**src/hdl/temd_pkg.sv**
```systemverilog
`timescale 1ns / 1ps
// Package for the terminal escape and mouse report demultiplexer.
// Holds shared types, codes and constants; no dependencies.
package temd_pkg;

  // Longest report body held before the report is dropped
  localparam int REPORT_LIMIT = 63;
  localparam int LEN_W        = $clog2(REPORT_LIMIT + 1);

  // Command queue between front and back
  localparam int QUEUE_DEPTH  = 4;
  localparam int QPTR_W       = $clog2(QUEUE_DEPTH);

  localparam int FIELD_W      = 11;
  localparam logic [FIELD_W-1:0] FIELD_MAX = 11'd2047;

  localparam logic [7:0] BYTE_ESC      = 8'h1b;
  localparam logic [7:0] BYTE_LBRACKET = 8'h5b;
  localparam logic [7:0] BYTE_LESS     = 8'h3c;
  localparam logic [7:0] BYTE_FINAL_UP = 8'h4d;
  localparam logic [7:0] BYTE_FINAL_LO = 8'h6d;
  localparam logic [7:0] BYTE_SEMI     = 8'h3b;
  localparam logic [7:0] BYTE_ZERO     = 8'h30;
  localparam logic [7:0] BYTE_NINE     = 8'h39;

  // Input opcodes
  localparam logic OPC_BYTE = 1'b0;
  localparam logic OPC_TICK = 1'b1;

  // Result kinds
  localparam logic [1:0] KIND_KEY   = 2'd0;
  localparam logic [1:0] KIND_FLUSH = 2'd1;
  localparam logic [1:0] KIND_PRESS = 2'd2;
  localparam logic [1:0] KIND_MOVE  = 2'd3;

  // Configuration register indexes
  localparam logic [2:0] CFG_CELL_W  = 3'd0;
  localparam logic [2:0] CFG_CELL_H  = 3'd1;
  localparam logic [2:0] CFG_ORG_COL = 3'd2;
  localparam logic [2:0] CFG_ORG_ROW = 3'd3;
  localparam logic [2:0] CFG_IMG_W   = 3'd4;
  localparam logic [2:0] CFG_IMG_H   = 3'd5;
  localparam logic [2:0] CFG_TIMEOUT = 3'd6;

  typedef enum logic [1:0] {
    MODE_NORMAL,
    MODE_ESCAPE,
    MODE_CSI,
    MODE_MOUSE
  } mode_t;

  typedef enum logic [2:0] {
    OP_KEY,        // one key byte
    OP_ESC_KEY,    // ESC, then byte
    OP_CSI_KEY,    // ESC, '[', then byte
    OP_FLUSH_ESC,  // lone escape flush
    OP_FLUSH_CSI,  // ESC, '[' on timeout
    OP_MOUSE       // pointer event
  } cmd_op_t;

  typedef struct packed {
    cmd_op_t            op;
    logic [7:0]         data;
    logic [FIELD_W-1:0] column;
    logic [FIELD_W-1:0] row;
    logic               press;
  } cmd_t;

  typedef struct packed {
    logic [6:0]  cell_w;
    logic [6:0]  cell_h;
    logic [9:0]  org_col;
    logic [9:0]  org_row;
    logic [12:0] img_w;
    logic [12:0] img_h;
    logic [7:0]  timeout;
  } cfg_t;

endpackage

```
**src/hdl/temd_front.sv**
```systemverilog
`timescale 1ns / 1ps
// Front end: escape/CSI/report parser, one transaction per cycle while take is high.
// Emits at most one command per item into the queue. Depends on temd_pkg.
module temd_front (
  input  logic          clk,
  input  logic          rst_n,
  input  logic          take,
  input  logic          opcode,
  input  logic [7:0]    data_byte,
  input  logic [7:0]    timeout,
  output logic          push,
  output temd_pkg::cmd_t cmd
);
  import temd_pkg::*;

  mode_t              mode_r, mode_nxt;
  logic [7:0]         pend_r, pend_nxt;
  logic [LEN_W-1:0]   len_r, len_nxt;
  logic [1:0]         fidx_r, fidx_nxt;
  logic               has_dig_r, has_dig_nxt;
  logic               bad_r, bad_nxt;
  logic [FIELD_W-1:0] btn_r, btn_nxt;
  logic [FIELD_W-1:0] col_r, col_nxt;
  logic [FIELD_W-1:0] row_r, row_nxt;

  logic               is_tick;
  logic [7:0]         pend_inc;
  logic               timed_out;
  logic               is_final;
  logic               report_ok;
  logic               room;
  logic               is_digit;
  logic [FIELD_W-1:0] fld_cur;
  logic [14:0]        fld_sum;
  logic [FIELD_W-1:0] fld_sat;

  assign is_tick   = (opcode == OPC_TICK);
  assign pend_inc  = (pend_r == 8'hff) ? pend_r : pend_r + 8'd1;
  assign timed_out = (pend_inc >= timeout);
  assign is_final  = (data_byte == BYTE_FINAL_UP) || (data_byte == BYTE_FINAL_LO);
  assign report_ok = !bad_r && (fidx_r == 2'd2) && has_dig_r;
  assign room      = (len_r < LEN_W'(REPORT_LIMIT));
  assign is_digit  = (data_byte >= BYTE_ZERO) && (data_byte <= BYTE_NINE);

  always_comb begin
    case (fidx_r)
      2'd0:    fld_cur = btn_r;
      2'd1:    fld_cur = col_r;
      default: fld_cur = row_r;
    endcase
  end

  // times ten as two shifts, plus the digit
  assign fld_sum = {1'b0, fld_cur, 3'b000} + {3'b000, fld_cur, 1'b0}
                 + {11'd0, 4'(data_byte - BYTE_ZERO)};
  assign fld_sat = (fld_sum > {4'd0, FIELD_MAX}) ? FIELD_MAX : fld_sum[FIELD_W-1:0];

  // Next mode
  always_comb begin
    mode_nxt = mode_r;
    if (take) begin
      if (is_tick) begin
        if ((mode_r == MODE_ESCAPE || mode_r == MODE_CSI) && timed_out) begin
          mode_nxt = MODE_NORMAL;
        end
      end else begin
        case (mode_r)
          MODE_NORMAL: if (data_byte == BYTE_ESC) mode_nxt = MODE_ESCAPE;
          MODE_ESCAPE: mode_nxt = (data_byte == BYTE_LBRACKET) ? MODE_CSI : MODE_NORMAL;
          MODE_CSI:    mode_nxt = (data_byte == BYTE_LESS) ? MODE_MOUSE : MODE_NORMAL;
          MODE_MOUSE:  if (is_final || !room) mode_nxt = MODE_NORMAL;
          default:     mode_nxt = MODE_NORMAL;
        endcase
      end
    end
  end

  // Commands and report datapath
  always_comb begin
    push        = 1'b0;
    cmd.op      = OP_KEY;
    cmd.data    = data_byte;
    cmd.column  = col_r;
    cmd.row     = row_r;
    cmd.press   = (data_byte == BYTE_FINAL_UP) && (btn_r[1:0] == 2'b00) && !btn_r[5];
    pend_nxt    = pend_r;
    len_nxt     = len_r;
    fidx_nxt    = fidx_r;
    has_dig_nxt = has_dig_r;
    bad_nxt     = bad_r;
    btn_nxt     = btn_r;
    col_nxt     = col_r;
    row_nxt     = row_r;
    if (take) begin
      if (is_tick) begin
        if (mode_r == MODE_ESCAPE || mode_r == MODE_CSI) begin
          pend_nxt = pend_inc;
          if (timed_out) begin
            push     = 1'b1;
            cmd.op   = (mode_r == MODE_ESCAPE) ? OP_FLUSH_ESC : OP_FLUSH_CSI;
            pend_nxt = '0;
          end
        end
      end else begin
        case (mode_r)
          MODE_NORMAL: begin
            if (data_byte == BYTE_ESC) pend_nxt = '0;
            else push = 1'b1;
          end
          MODE_ESCAPE: begin
            if (data_byte != BYTE_LBRACKET) begin
              push   = 1'b1;
              cmd.op = OP_ESC_KEY;
            end
          end
          MODE_CSI: begin
            if (data_byte == BYTE_LESS) begin
              len_nxt = '0; fidx_nxt = '0; has_dig_nxt = 1'b0; bad_nxt = 1'b0;
              btn_nxt = '0; col_nxt = '0; row_nxt = '0;
            end else begin
              push   = 1'b1;
              cmd.op = OP_CSI_KEY;
            end
          end
          MODE_MOUSE: begin
            if (is_final || !room) begin
              push    = is_final && report_ok;
              cmd.op  = OP_MOUSE;
              len_nxt = '0; fidx_nxt = '0; has_dig_nxt = 1'b0; bad_nxt = 1'b0;
              btn_nxt = '0; col_nxt = '0; row_nxt = '0;
            end else begin
              len_nxt = len_r + LEN_W'(1);
              if (is_digit) begin
                has_dig_nxt = 1'b1;
                case (fidx_r)
                  2'd0:    btn_nxt = fld_sat;
                  2'd1:    col_nxt = fld_sat;
                  default: row_nxt = fld_sat;
                endcase
              end else if (data_byte == BYTE_SEMI) begin
                if (!has_dig_r || fidx_r >= 2'd2) begin
                  bad_nxt = 1'b1;
                end else begin
                  fidx_nxt    = fidx_r + 2'd1;
                  has_dig_nxt = 1'b0;
                end
              end else begin
                bad_nxt = 1'b1;
              end
            end
          end
          default: ;
        endcase
      end
    end
  end

  always_ff @(posedge clk) begin
    if (!rst_n) begin
      mode_r    <= MODE_NORMAL;
      pend_r    <= '0;
      len_r     <= '0;
      fidx_r    <= '0;
      has_dig_r <= 1'b0;
      bad_r     <= 1'b0;
      btn_r     <= '0;
      col_r     <= '0;
      row_r     <= '0;
    end else begin
      mode_r    <= mode_nxt;
      pend_r    <= pend_nxt;
      len_r     <= len_nxt;
      fidx_r    <= fidx_nxt;
      has_dig_r <= has_dig_nxt;
      bad_r     <= bad_nxt;
      btn_r     <= btn_nxt;
      col_r     <= col_nxt;
      row_r     <= row_nxt;
    end
  end

endmodule

```
**src/hdl/temd_queue.sv**
```systemverilog
`timescale 1ns / 1ps
// Command queue between parser front end and result back end.
// Register-based FIFO of QUEUE_DEPTH entries. Depends on temd_pkg.
module temd_queue (
  input  logic           clk,
  input  logic           rst_n,
  input  logic           push,
  input  temd_pkg::cmd_t push_cmd,
  input  logic           pop,
  output temd_pkg::cmd_t head,
  output logic           empty,
  output logic           full
);
  import temd_pkg::*;

  cmd_t              entry_r [QUEUE_DEPTH];
  logic [QPTR_W-1:0] wr_r, wr_nxt;
  logic [QPTR_W-1:0] rd_r, rd_nxt;
  logic [QPTR_W:0]   cnt_r, cnt_nxt;
  logic              do_push, do_pop;

  assign empty   = (cnt_r == '0);
  assign full    = (cnt_r == (QPTR_W+1)'(QUEUE_DEPTH));
  assign do_push = push && !full;
  assign do_pop  = pop && !empty;
  assign head    = entry_r[rd_r];

  always_comb begin
    wr_nxt  = do_push ? wr_r + QPTR_W'(1) : wr_r;
    rd_nxt  = do_pop  ? rd_r + QPTR_W'(1) : rd_r;
    cnt_nxt = cnt_r + (QPTR_W+1)'(do_push) - (QPTR_W+1)'(do_pop);
  end

  always_ff @(posedge clk) begin
    if (!rst_n) begin
      wr_r  <= '0;
      rd_r  <= '0;
      cnt_r <= '0;
    end else begin
      wr_r  <= wr_nxt;
      rd_r  <= rd_nxt;
      cnt_r <= cnt_nxt;
    end
  end

  always_ff @(posedge clk) begin
    if (do_push) entry_r[wr_r] <= push_cmd;
  end

endmodule

```
**src/hdl/temd_back.sv**
```systemverilog
`timescale 1ns / 1ps
// Back end: expands queued commands into results, one per cycle while the output
// is not stalled, and computes clamped pointer positions. Depends on temd_pkg.
module temd_back (
  input  logic               clk,
  input  logic               rst_n,
  input  temd_pkg::cfg_t     cfg,
  input  temd_pkg::cmd_t     head,
  input  logic               empty,
  output logic               pop,
  output logic               out_valid,
  input  logic               out_stall,
  output logic [1:0]         out_kind,
  output logic [7:0]         out_key_byte,
  output logic signed [16:0] out_pointer_x,
  output logic signed [16:0] out_pointer_y,
  output logic               out_last_of_run
);
  import temd_pkg::*;

  function automatic logic signed [16:0] clamp_pos(logic signed [19:0] p, logic [12:0] lim);
    logic signed [19:0] top;
    logic signed [19:0] r;
    top = $signed({7'd0, lim}) - 20'sd1;
    r   = p;
    if (lim != 13'd0) begin
      if (r < 20'sd0) r = 20'sd0;
      if (r > top)    r = top;
    end else begin
      if (r < -20'sd65536) r = -20'sd65536;
      if (r > 20'sd65535)  r = 20'sd65535;
    end
    return r[16:0];
  endfunction

  // Current command
  logic               cur_valid_r, cur_valid_nxt;
  cmd_op_t            cur_op_r;
  logic [7:0]         cur_data_r;
  logic               cur_press_r;
  logic [1:0]         step_r, step_nxt;
  logic signed [19:0] xp_r, yp_r;

  // Output register
  logic               ov_r, ov_nxt;
  logic [1:0]         kind_r;
  logic [7:0]         key_r;
  logic signed [16:0] px_r, py_r;
  logic               last_r;

  logic               advance, cur_last, load_cur;
  logic [1:0]         last_step;
  logic [1:0]         e_kind;
  logic [7:0]         e_key;
  logic signed [16:0] e_x, e_y;
  logic signed [11:0] dx, dy;
  logic signed [19:0] prod_x, prod_y;

  assign dx     = $signed({1'b0, head.column}) - $signed({2'b00, cfg.org_col});
  assign dy     = $signed({1'b0, head.row})    - $signed({2'b00, cfg.org_row});
  assign prod_x = dx * $signed({1'b0, cfg.cell_w});
  assign prod_y = dy * $signed({1'b0, cfg.cell_h});

  always_comb begin
    case (cur_op_r)
      OP_ESC_KEY:   last_step = 2'd1;
      OP_CSI_KEY:   last_step = 2'd2;
      OP_FLUSH_CSI: last_step = 2'd1;
      default:      last_step = 2'd0;
    endcase
  end

  assign advance  = cur_valid_r && (!ov_r || !out_stall);
  assign cur_last = (step_r == last_step);
  assign load_cur = !cur_valid_r || (advance && cur_last);
  assign pop      = load_cur && !empty;

  // Result for the current step
  always_comb begin
    e_kind = KIND_KEY;
    e_key  = cur_data_r;
    e_x    = '0;
    e_y    = '0;
    case (cur_op_r)
      OP_KEY: e_key = cur_data_r;
      OP_ESC_KEY: e_key = (step_r == 2'd0) ? BYTE_ESC : cur_data_r;
      OP_CSI_KEY: begin
        case (step_r)
          2'd0:    e_key = BYTE_ESC;
          2'd1:    e_key = BYTE_LBRACKET;
          default: e_key = cur_data_r;
        endcase
      end
      OP_FLUSH_ESC: begin
        e_kind = KIND_FLUSH;
        e_key  = BYTE_ESC;
      end
      OP_FLUSH_CSI: e_key = (step_r == 2'd0) ? BYTE_ESC : BYTE_LBRACKET;
      OP_MOUSE: begin
        e_kind = cur_press_r ? KIND_PRESS : KIND_MOVE;
        e_key  = '0;
        e_x    = clamp_pos(xp_r, cfg.img_w);
        e_y    = clamp_pos(yp_r, cfg.img_h);
      end
      default: ;
    endcase
  end

  always_comb begin
    cur_valid_nxt = cur_valid_r;
    step_nxt      = step_r;
    if (advance) step_nxt = step_r + 2'd1;
    if (load_cur) begin
      cur_valid_nxt = !empty;
      step_nxt      = '0;
    end
    ov_nxt = ov_r;
    if (advance)                 ov_nxt = 1'b1;
    else if (ov_r && !out_stall) ov_nxt = 1'b0;
  end

  always_ff @(posedge clk) begin
    if (!rst_n) begin
      cur_valid_r <= 1'b0;
      step_r      <= '0;
      ov_r        <= 1'b0;
    end else begin
      cur_valid_r <= cur_valid_nxt;
      step_r      <= step_nxt;
      ov_r        <= ov_nxt;
    end
  end

  always_ff @(posedge clk) begin
    if (pop) begin
      cur_op_r    <= head.op;
      cur_data_r  <= head.data;
      cur_press_r <= head.press;
      xp_r        <= prod_x;
      yp_r        <= prod_y;
    end
    if (advance) begin
      kind_r <= e_kind;
      key_r  <= e_key;
      px_r   <= e_x;
      py_r   <= e_y;
      last_r <= cur_last;
    end
  end

  assign out_valid       = ov_r;
  assign out_kind        = kind_r;
  assign out_key_byte    = key_r;
  assign out_pointer_x   = px_r;
  assign out_pointer_y   = py_r;
  assign out_last_of_run = last_r;

endmodule

```
**src/hdl/terminal_escape_mouse_demux_unit.sv**
```systemverilog
`timescale 1ns / 1ps
// Terminal escape / SGR mouse report demultiplexer, top level.
// Path: queue entry, back end current command register, output register.
// Throughput: one transaction per cycle while in_stall is low; the back end gives
// one result per cycle while not stalled; an item causes up to three results.
// Reset: synchronous, active low; clears parser state, queue and config to defaults.
module terminal_escape_mouse_demux_unit (
  input  logic               clk,
  input  logic               rst_n,
  // input channel
  input  logic               in_valid,
  output logic               in_stall,
  input  logic               in_opcode,
  input  logic [7:0]         in_data_byte,
  // result channel
  output logic               out_valid,
  input  logic               out_stall,
  output logic [1:0]         out_kind,
  output logic [7:0]         out_key_byte,
  output logic signed [16:0] out_pointer_x,
  output logic signed [16:0] out_pointer_y,
  output logic               out_last_of_run,
  // configuration write channel
  input  logic               cfg_valid,
  output logic               cfg_ready,
  input  logic [2:0]         cfg_index,
  input  logic [12:0]        cfg_data
);
  import temd_pkg::*;

  cfg_t cfg_r, cfg_nxt;
  logic q_full, q_empty, q_pop, f_push, take;
  cmd_t f_cmd, q_head;

  // Writes always taken; user must write only while the block is idle; not enforced
  assign cfg_ready = 1'b1;

  // Update the addressed register, masked to its width; drop unknown indexes
  always_comb begin
    cfg_nxt = cfg_r;
    if (cfg_valid && cfg_ready) begin
      case (cfg_index)
        CFG_CELL_W:  cfg_nxt.cell_w  = cfg_data[6:0];
        CFG_CELL_H:  cfg_nxt.cell_h  = cfg_data[6:0];
        CFG_ORG_COL: cfg_nxt.org_col = cfg_data[9:0];
        CFG_ORG_ROW: cfg_nxt.org_row = cfg_data[9:0];
        CFG_IMG_W:   cfg_nxt.img_w   = cfg_data;
        CFG_IMG_H:   cfg_nxt.img_h   = cfg_data;
        CFG_TIMEOUT: cfg_nxt.timeout = cfg_data[7:0];
        default: ;
      endcase
    end
  end

  always_ff @(posedge clk) begin
    if (!rst_n) begin
      cfg_r.cell_w  <= 7'd9;
      cfg_r.cell_h  <= 7'd18;
      cfg_r.org_col <= 10'd1;
      cfg_r.org_row <= 10'd1;
      cfg_r.img_w   <= 13'd0;
      cfg_r.img_h   <= 13'd0;
      cfg_r.timeout <= 8'd25;
    end else begin
      cfg_r <= cfg_nxt;
    end
  end

  // Hold the input side only while the command queue is full; every
  // transaction pushes at most one command, so this never loses one.
  assign in_stall = q_full;
  assign take     = in_valid && !in_stall;

  temd_front u_front (
    .clk       (clk),
    .rst_n     (rst_n),
    .take      (take),
    .opcode    (in_opcode),
    .data_byte (in_data_byte),
    .timeout   (cfg_r.timeout),
    .push      (f_push),
    .cmd       (f_cmd)
  );

  temd_queue u_queue (
    .clk      (clk),
    .rst_n    (rst_n),
    .push     (f_push),
    .push_cmd (f_cmd),
    .pop      (q_pop),
    .head     (q_head),
    .empty    (q_empty),
    .full     (q_full)
  );

  // Expand each command into its results and register them for the output
  temd_back u_back (
    .clk             (clk),
    .rst_n           (rst_n),
    .cfg             (cfg_r),
    .head            (q_head),
    .empty           (q_empty),
    .pop             (q_pop),
    .out_valid       (out_valid),
    .out_stall       (out_stall),
    .out_kind        (out_kind),
    .out_key_byte    (out_key_byte),
    .out_pointer_x   (out_pointer_x),
    .out_pointer_y   (out_pointer_y),
    .out_last_of_run (out_last_of_run)
  );

endmodule

```
**config.mk**
```make
export PLATFORM = sky130hd
export DESIGN_NAME = terminal_escape_mouse_demux_unit
export DESIGN_NICKNAME = d
export VERILOG_FILES = /design/src/hdl/temd_pkg.sv /design/src/hdl/temd_front.sv /design/src/hdl/temd_queue.sv /design/src/hdl/temd_back.sv /design/src/hdl/terminal_escape_mouse_demux_unit.sv
export SDC_FILE = /design/constraint.sdc
export NUM_CORES = 1
export LEC_CHECK = 0
export ABC_CLOCK_PERIOD_IN_PS = 8930
export BUFFER_PORTS_ARGS = -buffer_cell sky130_fd_sc_hd__buf_2
export CAP_MARGIN = 20
export CORE_MARGIN = 1
export CORE_UTILIZATION = 47
export DETAILED_ROUTE_END_ITERATION = 8
export MAX_ROUTING_LAYER = met4
export SLEW_MARGIN = 20
export SYNTH_ARGS = -nofsm -noshare
export SYNTH_HDL_FRONTEND = slang
export SYNTH_SLANG_ARGS = --single-unit
export TNS_END_PERCENT = 5
```
**constraint.sdc**
```tcl
create_clock -name clk -period 8.93 [get_ports clk]
set_clock_uncertainty 0.15 [all_clocks]
set_input_delay 0.4465 -clock clk [delete_from_list [all_inputs] [get_ports clk]]
set_output_delay 0.4465 -clock clk [all_outputs]
set_load 0.005 [all_outputs]
```
==> results of run 1 <==
==> where the power goes <==
part | internal (mW) | total [mW] | switching [mW]
clock | 0.977 | 1.67 | 0.692
combinational | 2.36 | 5.68 | 3.31
sequential | 2.38 | 2.56 | 0.180
total | 5.72 | 9.90 | 4.18
==> cell usage in the layout (no fill, tap or decap), drive strengths merged, types with 11 or more instances in the layout <==
master,count
buf,91
xnor2,68
a21o,25
and3,15
a22oi,11
inv,303
nor4,11
a211oi,19
mux2i,12
nand2,285
fa,137
clkbuf,65
edfxtp,233
ha,190
a22o,16
or3,15
o21ai,71
xor2,22
nand2b,38
and2,113
a221oi,13
o21a,12
nor3,59
nor2b,55
a21oi,134
nand3,47
nand4,22
dfxtp,134
nor2,113
mux4,34
==> critical path: stages, from the launching register on <==
cell,delay (ps)
dfxtp_2,350
buf_4,320
mux4_2,590
fa_1,440
a21o_1,210
a21oi_1,240
o21ai_0,160
or4_1,430
and3_1,160
a311oi_1,650
nand2_1,170
fa_1,510
inv_1,50
fa_1,460
fa_1,540
inv_1,50
fa_1,520
inv_1,40
ha_1,330
o21ai_0,190
nand2b_1,90
and2_1,190
nand3_1,100
a21oi_1,60
o41ai_1,450
xnor2_1,140
==> metrics by stage <==
step / setup WS, ps / cell area (um2)
global placement: 1260 / 25800
finish: 1070 / 27200
floorplan: 1250 / 24700
global route: 608 / 27200
CTS: 1030 / 27200
detailed placement: 1070 / 25800
==> worst paths after layout <==
check	to	cells past startpoint	from	slack [ps]
max	u_back.yp_r[19]$_DFFE_PP_	25	flop	1070
min	u_queue.entry_r[2][29]$_DFFE_PP_	1	in_data_byte[6]	50
max reg2reg	u_back.yp_r[19]$_DFFE_PP_	25	flop	1070
min reg2reg	u_front.btn_r[7]$_SDFFE_PN0P_	2	u_front.btn_r[7]$_SDFFE_PN0P_	300
==> what timing repair did <==
action                                  4_1_cts  5_1_grt
hold buffers                                  7        0
hold endpoints to repair                     16        0
gates resized for setup                       0        0
endpoints found under the setup margin        0        0
==> final cells by class <==
class,instances,area (um2)
Fill cell,4593,24400
Tap cell,680,851
Clock inverter,12,90.1
Clock buffer,65,1260
Sequential cell,367,9680
Multi-Input combinational cell,1670,13600
Inverter,302,1130
Timing Repair Buffer,98,563
Antenna cell,1,2.50
==> state kept, by name (all words and copies together) (netlist names), 8 cells and up, named ones only <==
| register | flops |
|---|---|
| u_back.out_pointer_x | 17 |
| cfg_r | 68 |
| u_front.btn_r | 11 |
| u_queue.entry_r | 136 |
| u_front.col_r | 11 |
| u_back.xp_r | 20 |
| u_front.pend_r | 8 |
| u_back.yp_r | 20 |
| u_back.out_pointer_y | 17 |
| u_back.cur_data_r | 8 |
| u_front.row_r | 11 |
| u_back.out_key_byte | 8 |
==> per-layer routing <==
metal	share of wire, %	global-route usage (%)	vias to the layer above
li1	-	-	8470
met1	45	27.0	8385
met2	48	35.4	306
met3	4.1	2.76	87
met4	2.4	6.00	0
met5	0	-	-
==> cells by family after synthesis <==
family                     share of synthesized area, %
adders and majority gates                          20.7
buffers and inverters                              5.83
muxes                                              3.92
DFF                                                39.1
and+or+nand+nor                                    16.3
AOI/OAI and AO/OA                                  10.9
other                                            0.0152
xor gates and xnor gates                           3.19
==> key figures, run 1 <==
Timing
  – Final setup fails: 0
  – Final hold viol count: 0
  – RSZ-0062 raised after global routing: no
  – Final critical-path required period: between 7000 and 8000 ps
  – Fmax: approximately 0.13 GHz
  – Worst-margin pin slew: 1090 ps
  – Max_slew headroom: approximately 27%
  – Fin. max-slew vios: 0
  – Setup TNS: 0 ps
  – Hold WS: ~55 ps
  – Period utilisation layout: a little under 90%

Pwr
  – Maximum VDD drop: ~210 uV
  – PwrDens: approximately 360 nW/um2
  – Pleak: approximately 11 nW
  – Total power: 9.90 mW

Clocking
  – H-tree Lvls: 2
  – TritonCTS clock tree: built
  – Clk slew on worst S/H paths: 60 ps
  – Num CTS Buffers: 42
  – Clk sink count: about 370
  – Clock buffer depth: 3
  – Post-CTS Setup Repair Bufs: 0
  – CTS root buffer: clkbuf_16
  – Worst skew pair latency: about 560 ps

Worst setup path
  – CP Launch Type: flop
  – CP required: a little over 9000 ps
  – CP Capture Type: flop
  – Crit path kind: reg -> reg
  – Critical-path maximum fanout: 16
  – CP arrival: ~8000 ps

Run status
  – Status: completed

Finish
  – Finished Layout Cells: around 3,200
  – Area Growth Syn to Fin: 9.98%
  – Final nets: roughly 2,800
  – Post-layout util: 52.7%
  – Layout cells sized above 1: between 10% and 20%

Logic synthesis
  – Most frequent cell after synthesis: inv_1
  – Share of the synthesized area in the top cell type: between 20% and 30%
  – Seq/Total Area, Yosys: 39.1%
  – FFs w/ async S/R, synth: 0%
  – Syn Std Cell Area: ~25,000 um2
  – Average size of a mapped cell: 10.3 um2
  – Number of synthesized flops with an enable pin: approximately 230
  – Synth top cells by count: inv_1 (302), nand2_1 (281), edfxtp_1 (233)
  – Yosys cell types: 93
  – Syn Nets: 2,770
  – Largest area contributor in the netlist: edfxtp_1
  – Syn. warnings: 0
  – Cells after synthesis: ~2,400
  – Synth top area cells: edfxtp_1 (28%), fa_1 (11%), dfxtp_1 (11%)
  – Yosys reg bits: around 370
  – Synth Flop Type: edfxtp_1

Detailed routing
  – DRT Wirelength: between 50,000 and 60,000 um
  – Pre-Repair DR Iteration Count: 5
  – Vias post-DR: 17,200
  – DR vias/cell: 5.40
  – Antenna-violating nets left: 0
  – Wire length per cell: 16.9 um
  – 1st-iter DRT viols: 947
  – DRC errors left: 0

Job
  – Max-Cap Viols: 0

Min path
  – Worst Hold Class: in -> reg

Die
  – Initial core utilization: between 40% and 50%
  – Die ar.: 53,500 um2
  – Die Width: between 200 and 250 um
  – Die height: ~230 um
  – Core Footprint: just over 50,000 um2
  – I/O Pins: 78
  – FP Rows: between 80 and 90

Global routing
  – Global-route wire length before repair: 88,500 um
  – Vias in the first global route: ~17,000
  – Gr ovfl total: 0
  – Largest net degree at the start of global routing: 68
  – GR Util All Layers: about a fifth
  – Antenna violations before repair: 0

Place
  – Routability cong.: a little under 0.9
  – I/O Buffers: 76
  – Placed Instances: approximately 3,100
  – Post-DP HPWL: approximately 41,000 um
Note: power is estimated with default switching activity, not from simulation.
==> run 2, diff against run 1 <==
--- a/config.mk
+++ b/config.mk
@@ -8,6 +8,7 @@
 export ABC_CLOCK_PERIOD_IN_PS = 8930
 export BUFFER_PORTS_ARGS = -buffer_cell sky130_fd_sc_hd__buf_2
 export CAP_MARGIN = 20
+export CORE_ASPECT_RATIO = 1.2
 export CORE_MARGIN = 1
 export CORE_UTILIZATION = 47
 export DETAILED_ROUTE_END_ITERATION = 8
==> key figures, run 2 (synthesis results as in run 1) <==
Finish
  – Final nets: about 2,800
  – Top flop regs: u_queue.entry_r x136, cfg_r x68
  – Top reg by flops: u_queue.entry_r
  – Most frequent cells in the layout: inv_1 (299), nand2_1 (281), edfxtp_1 (233)
  – Layout cells sized above 1: 9.87%
  – Commonest non-fill, non-tap cell in the layout: inv_1
  – Finished Layout Cells: between 3,000 and 4,000
  – Combined area of the multi-input logic cells: between 10,000 and 15,000 um2
  – Area Growth Syn to Fin: 9.91%
  – Max reg flops: roughly 140
  – Register area: 9680 um2
  – # fillers: 4,669

Global routing
  – Largest net degree at the start of global routing: 70
  – Global-route wire length before repair: slightly below 90,000 um
  – Antenna violations before repair: 2
  – GR peak layer: met2
  – Met1 Track Usage GR: around a quarter
  – Grt met2 use: 37.4%
  – GR Util All Layers: a little over a fifth
  – Gr ovfl total: 0
  – Vias in the first global route: between 15,000 and 20,000
  – Met3 Track Usage GR: between 2 and 2.5%

Clocking
  – H-tree Lvls: 2
  – TritonCTS clock tree: built
  – Clk sink count: roughly 370
  – Post-CTS Setup Repair Bufs: 0
  – CTS root buffer: clkbuf_16
  – Clk slew on worst S/H paths: about 60 ps
  – Worst skew pair latency: 590 ps
  – Num CTS Buffers: 40
  – Clock buffer depth: 3

Worst setup path
  – Slowest CP cell: mux4_2
  – Most frequent CP cell: fa_1
  – Critical path cell sequence: buf_4, mux4_2, ha_1, nand2_1, a21oi_1, o211a_1, nor2_1, xnor2_1, and2_1, fa_1, fa_1, fa_1, inv_1, fa_1, inv_1, ha_1, or3_1, o211a_1, o21ai_0, a21oi_1, o41ai_1, xnor2_1
  – Critical-path maximum fanout: 24
  – CP required: 9070 ps
  – Buf/Inv on CP: 3
  – Crit. path cell count: 22
  – CP peak stage delay: roughly 620 ps
  – Crit path kind: reg -> reg
  – CP delay by family, top: adder cells
  – CP Capture Type: flop
  – CP arrival: ~7800 ps
  – CP Launch Type: flop
  – Reg2Reg Depth: 22

Place
  – Placed Instances: ~3,100
  – Routability cong.: ~0.91
  – Post-DP HPWL: 41,200 um
  – I/O Buffers: 76

Detailed routing
  – DRC errors left: 0
  – 1st-iter DRT viols: between 600 and 700
  – Wire length per cell: roughly 17 um
  – Antenna-violating nets left: 0
  – DR vias/cell: about 5.4
  – Pre-Repair DR Iteration Count: 5
  – DRT Wirelength: 53,400 um
  – Vias post-DR: around 17,000

Pwr
  – Maximum VDD drop: 293 uV
  – Pleak: between 10 and 15 nW
  – PwrDens: between 300 and 400 nW/um2

Die
  – Core Footprint: about 52,000 um2
  – Die ar.: between 50,000 and 60,000 um2
  – Die Width: approximately 210 um
  – Die height: between 200 and 300 um
  – FP Rows: 91
  – Initial core utilization: 47.9%
  – I/O Pins: between 70 and 80

Run status
  – Status: completed

Timing
  – RSZ-0062 raised after global routing: no
  – Period utilisation layout: between 80% and 90%
  – Max_slew headroom: between 20 and 30%
  – Final hold viol count: 0
  – Final setup fails: 0
  – Worst-margin pin slew: about 1100 ps
  – Final critical-path required period: just under 8000 ps
  – Fmax: around 0.13 GHz
  – Fin. max-slew vios: 0
  – Setup TNS: 0 ps

Min path
  – Start point of the worst hold path: in_data_byte[0]
  – Worst Hold Class: in -> reg
  – Worst Hold Depth: 1

Job
  – Max-Cap Viols: 0
[run 2: through the flow]
step	util, %	hold WS (ps)	setup slack, ps	power (mW)	instance area, um2
after floorplan	-	278	1250	7.03	24700
after global placement	49.9	287	1420	8.13	25800
after detailed placement	49.9	293	1230	8.30	25800
after CTS	52.6	9.41	1190	9.97	27200
after global routing	52.6	28.6	669	10.8	27200
final	52.6	50.1	1240	9.85	27200
[run 2: final cells by class]
cell class                 instances  share of cell area [%]
clock inverter                    14                   0.571
inverter                         302                    4.17
tap                              697                    3.21
sequential                       367                    35.6
clock buffer                      60                    4.23
multi-input combinational       1670                    50.1
antenna                            2                  0.0184
timing repair buffer              99                    2.11
[run 2: where the power goes]
group | switching (mW) | internal [mW] | leakage (nW) | total (mW)
sequential | 0.190 | 2.38 | 3.36 | 2.57
clock | 0.695 | 0.935 | 0.631 | 1.63
combinational | 3.27 | 2.38 | 7.44 | 5.65
total | 4.16 | 5.69 | 11.4 | 9.85
[run 2: timing repair]
| item | in CTS | in global routing |
|---|---|---|
| resized for setup | 0 | 0 |
| hold endpoints to repair | 18 | 0 |
| hold buffers | 8 | 0 |
[run 2: worst paths after layout]
kind,to,slack [ps]
setup reg to reg,u_back.yp_r[19]$_DFFE_PP_,1240
hold reg to reg,u_front.btn_r[4]$_SDFFE_PN0P_,300
hold / removal,u_queue.entry_r[0][23]$_DFFE_PP_,50
setup / recovery,u_back.yp_r[19]$_DFFE_PP_,1240
[run 2: metal layers]
metal	routed length, um	up-vias	share of wire [%]
met5	0	-	0
met4	1790	0	3.3
met3	1750	124	3.3
met2	27300	305	51
met1	22500	8330	42
li1	-	8454	-
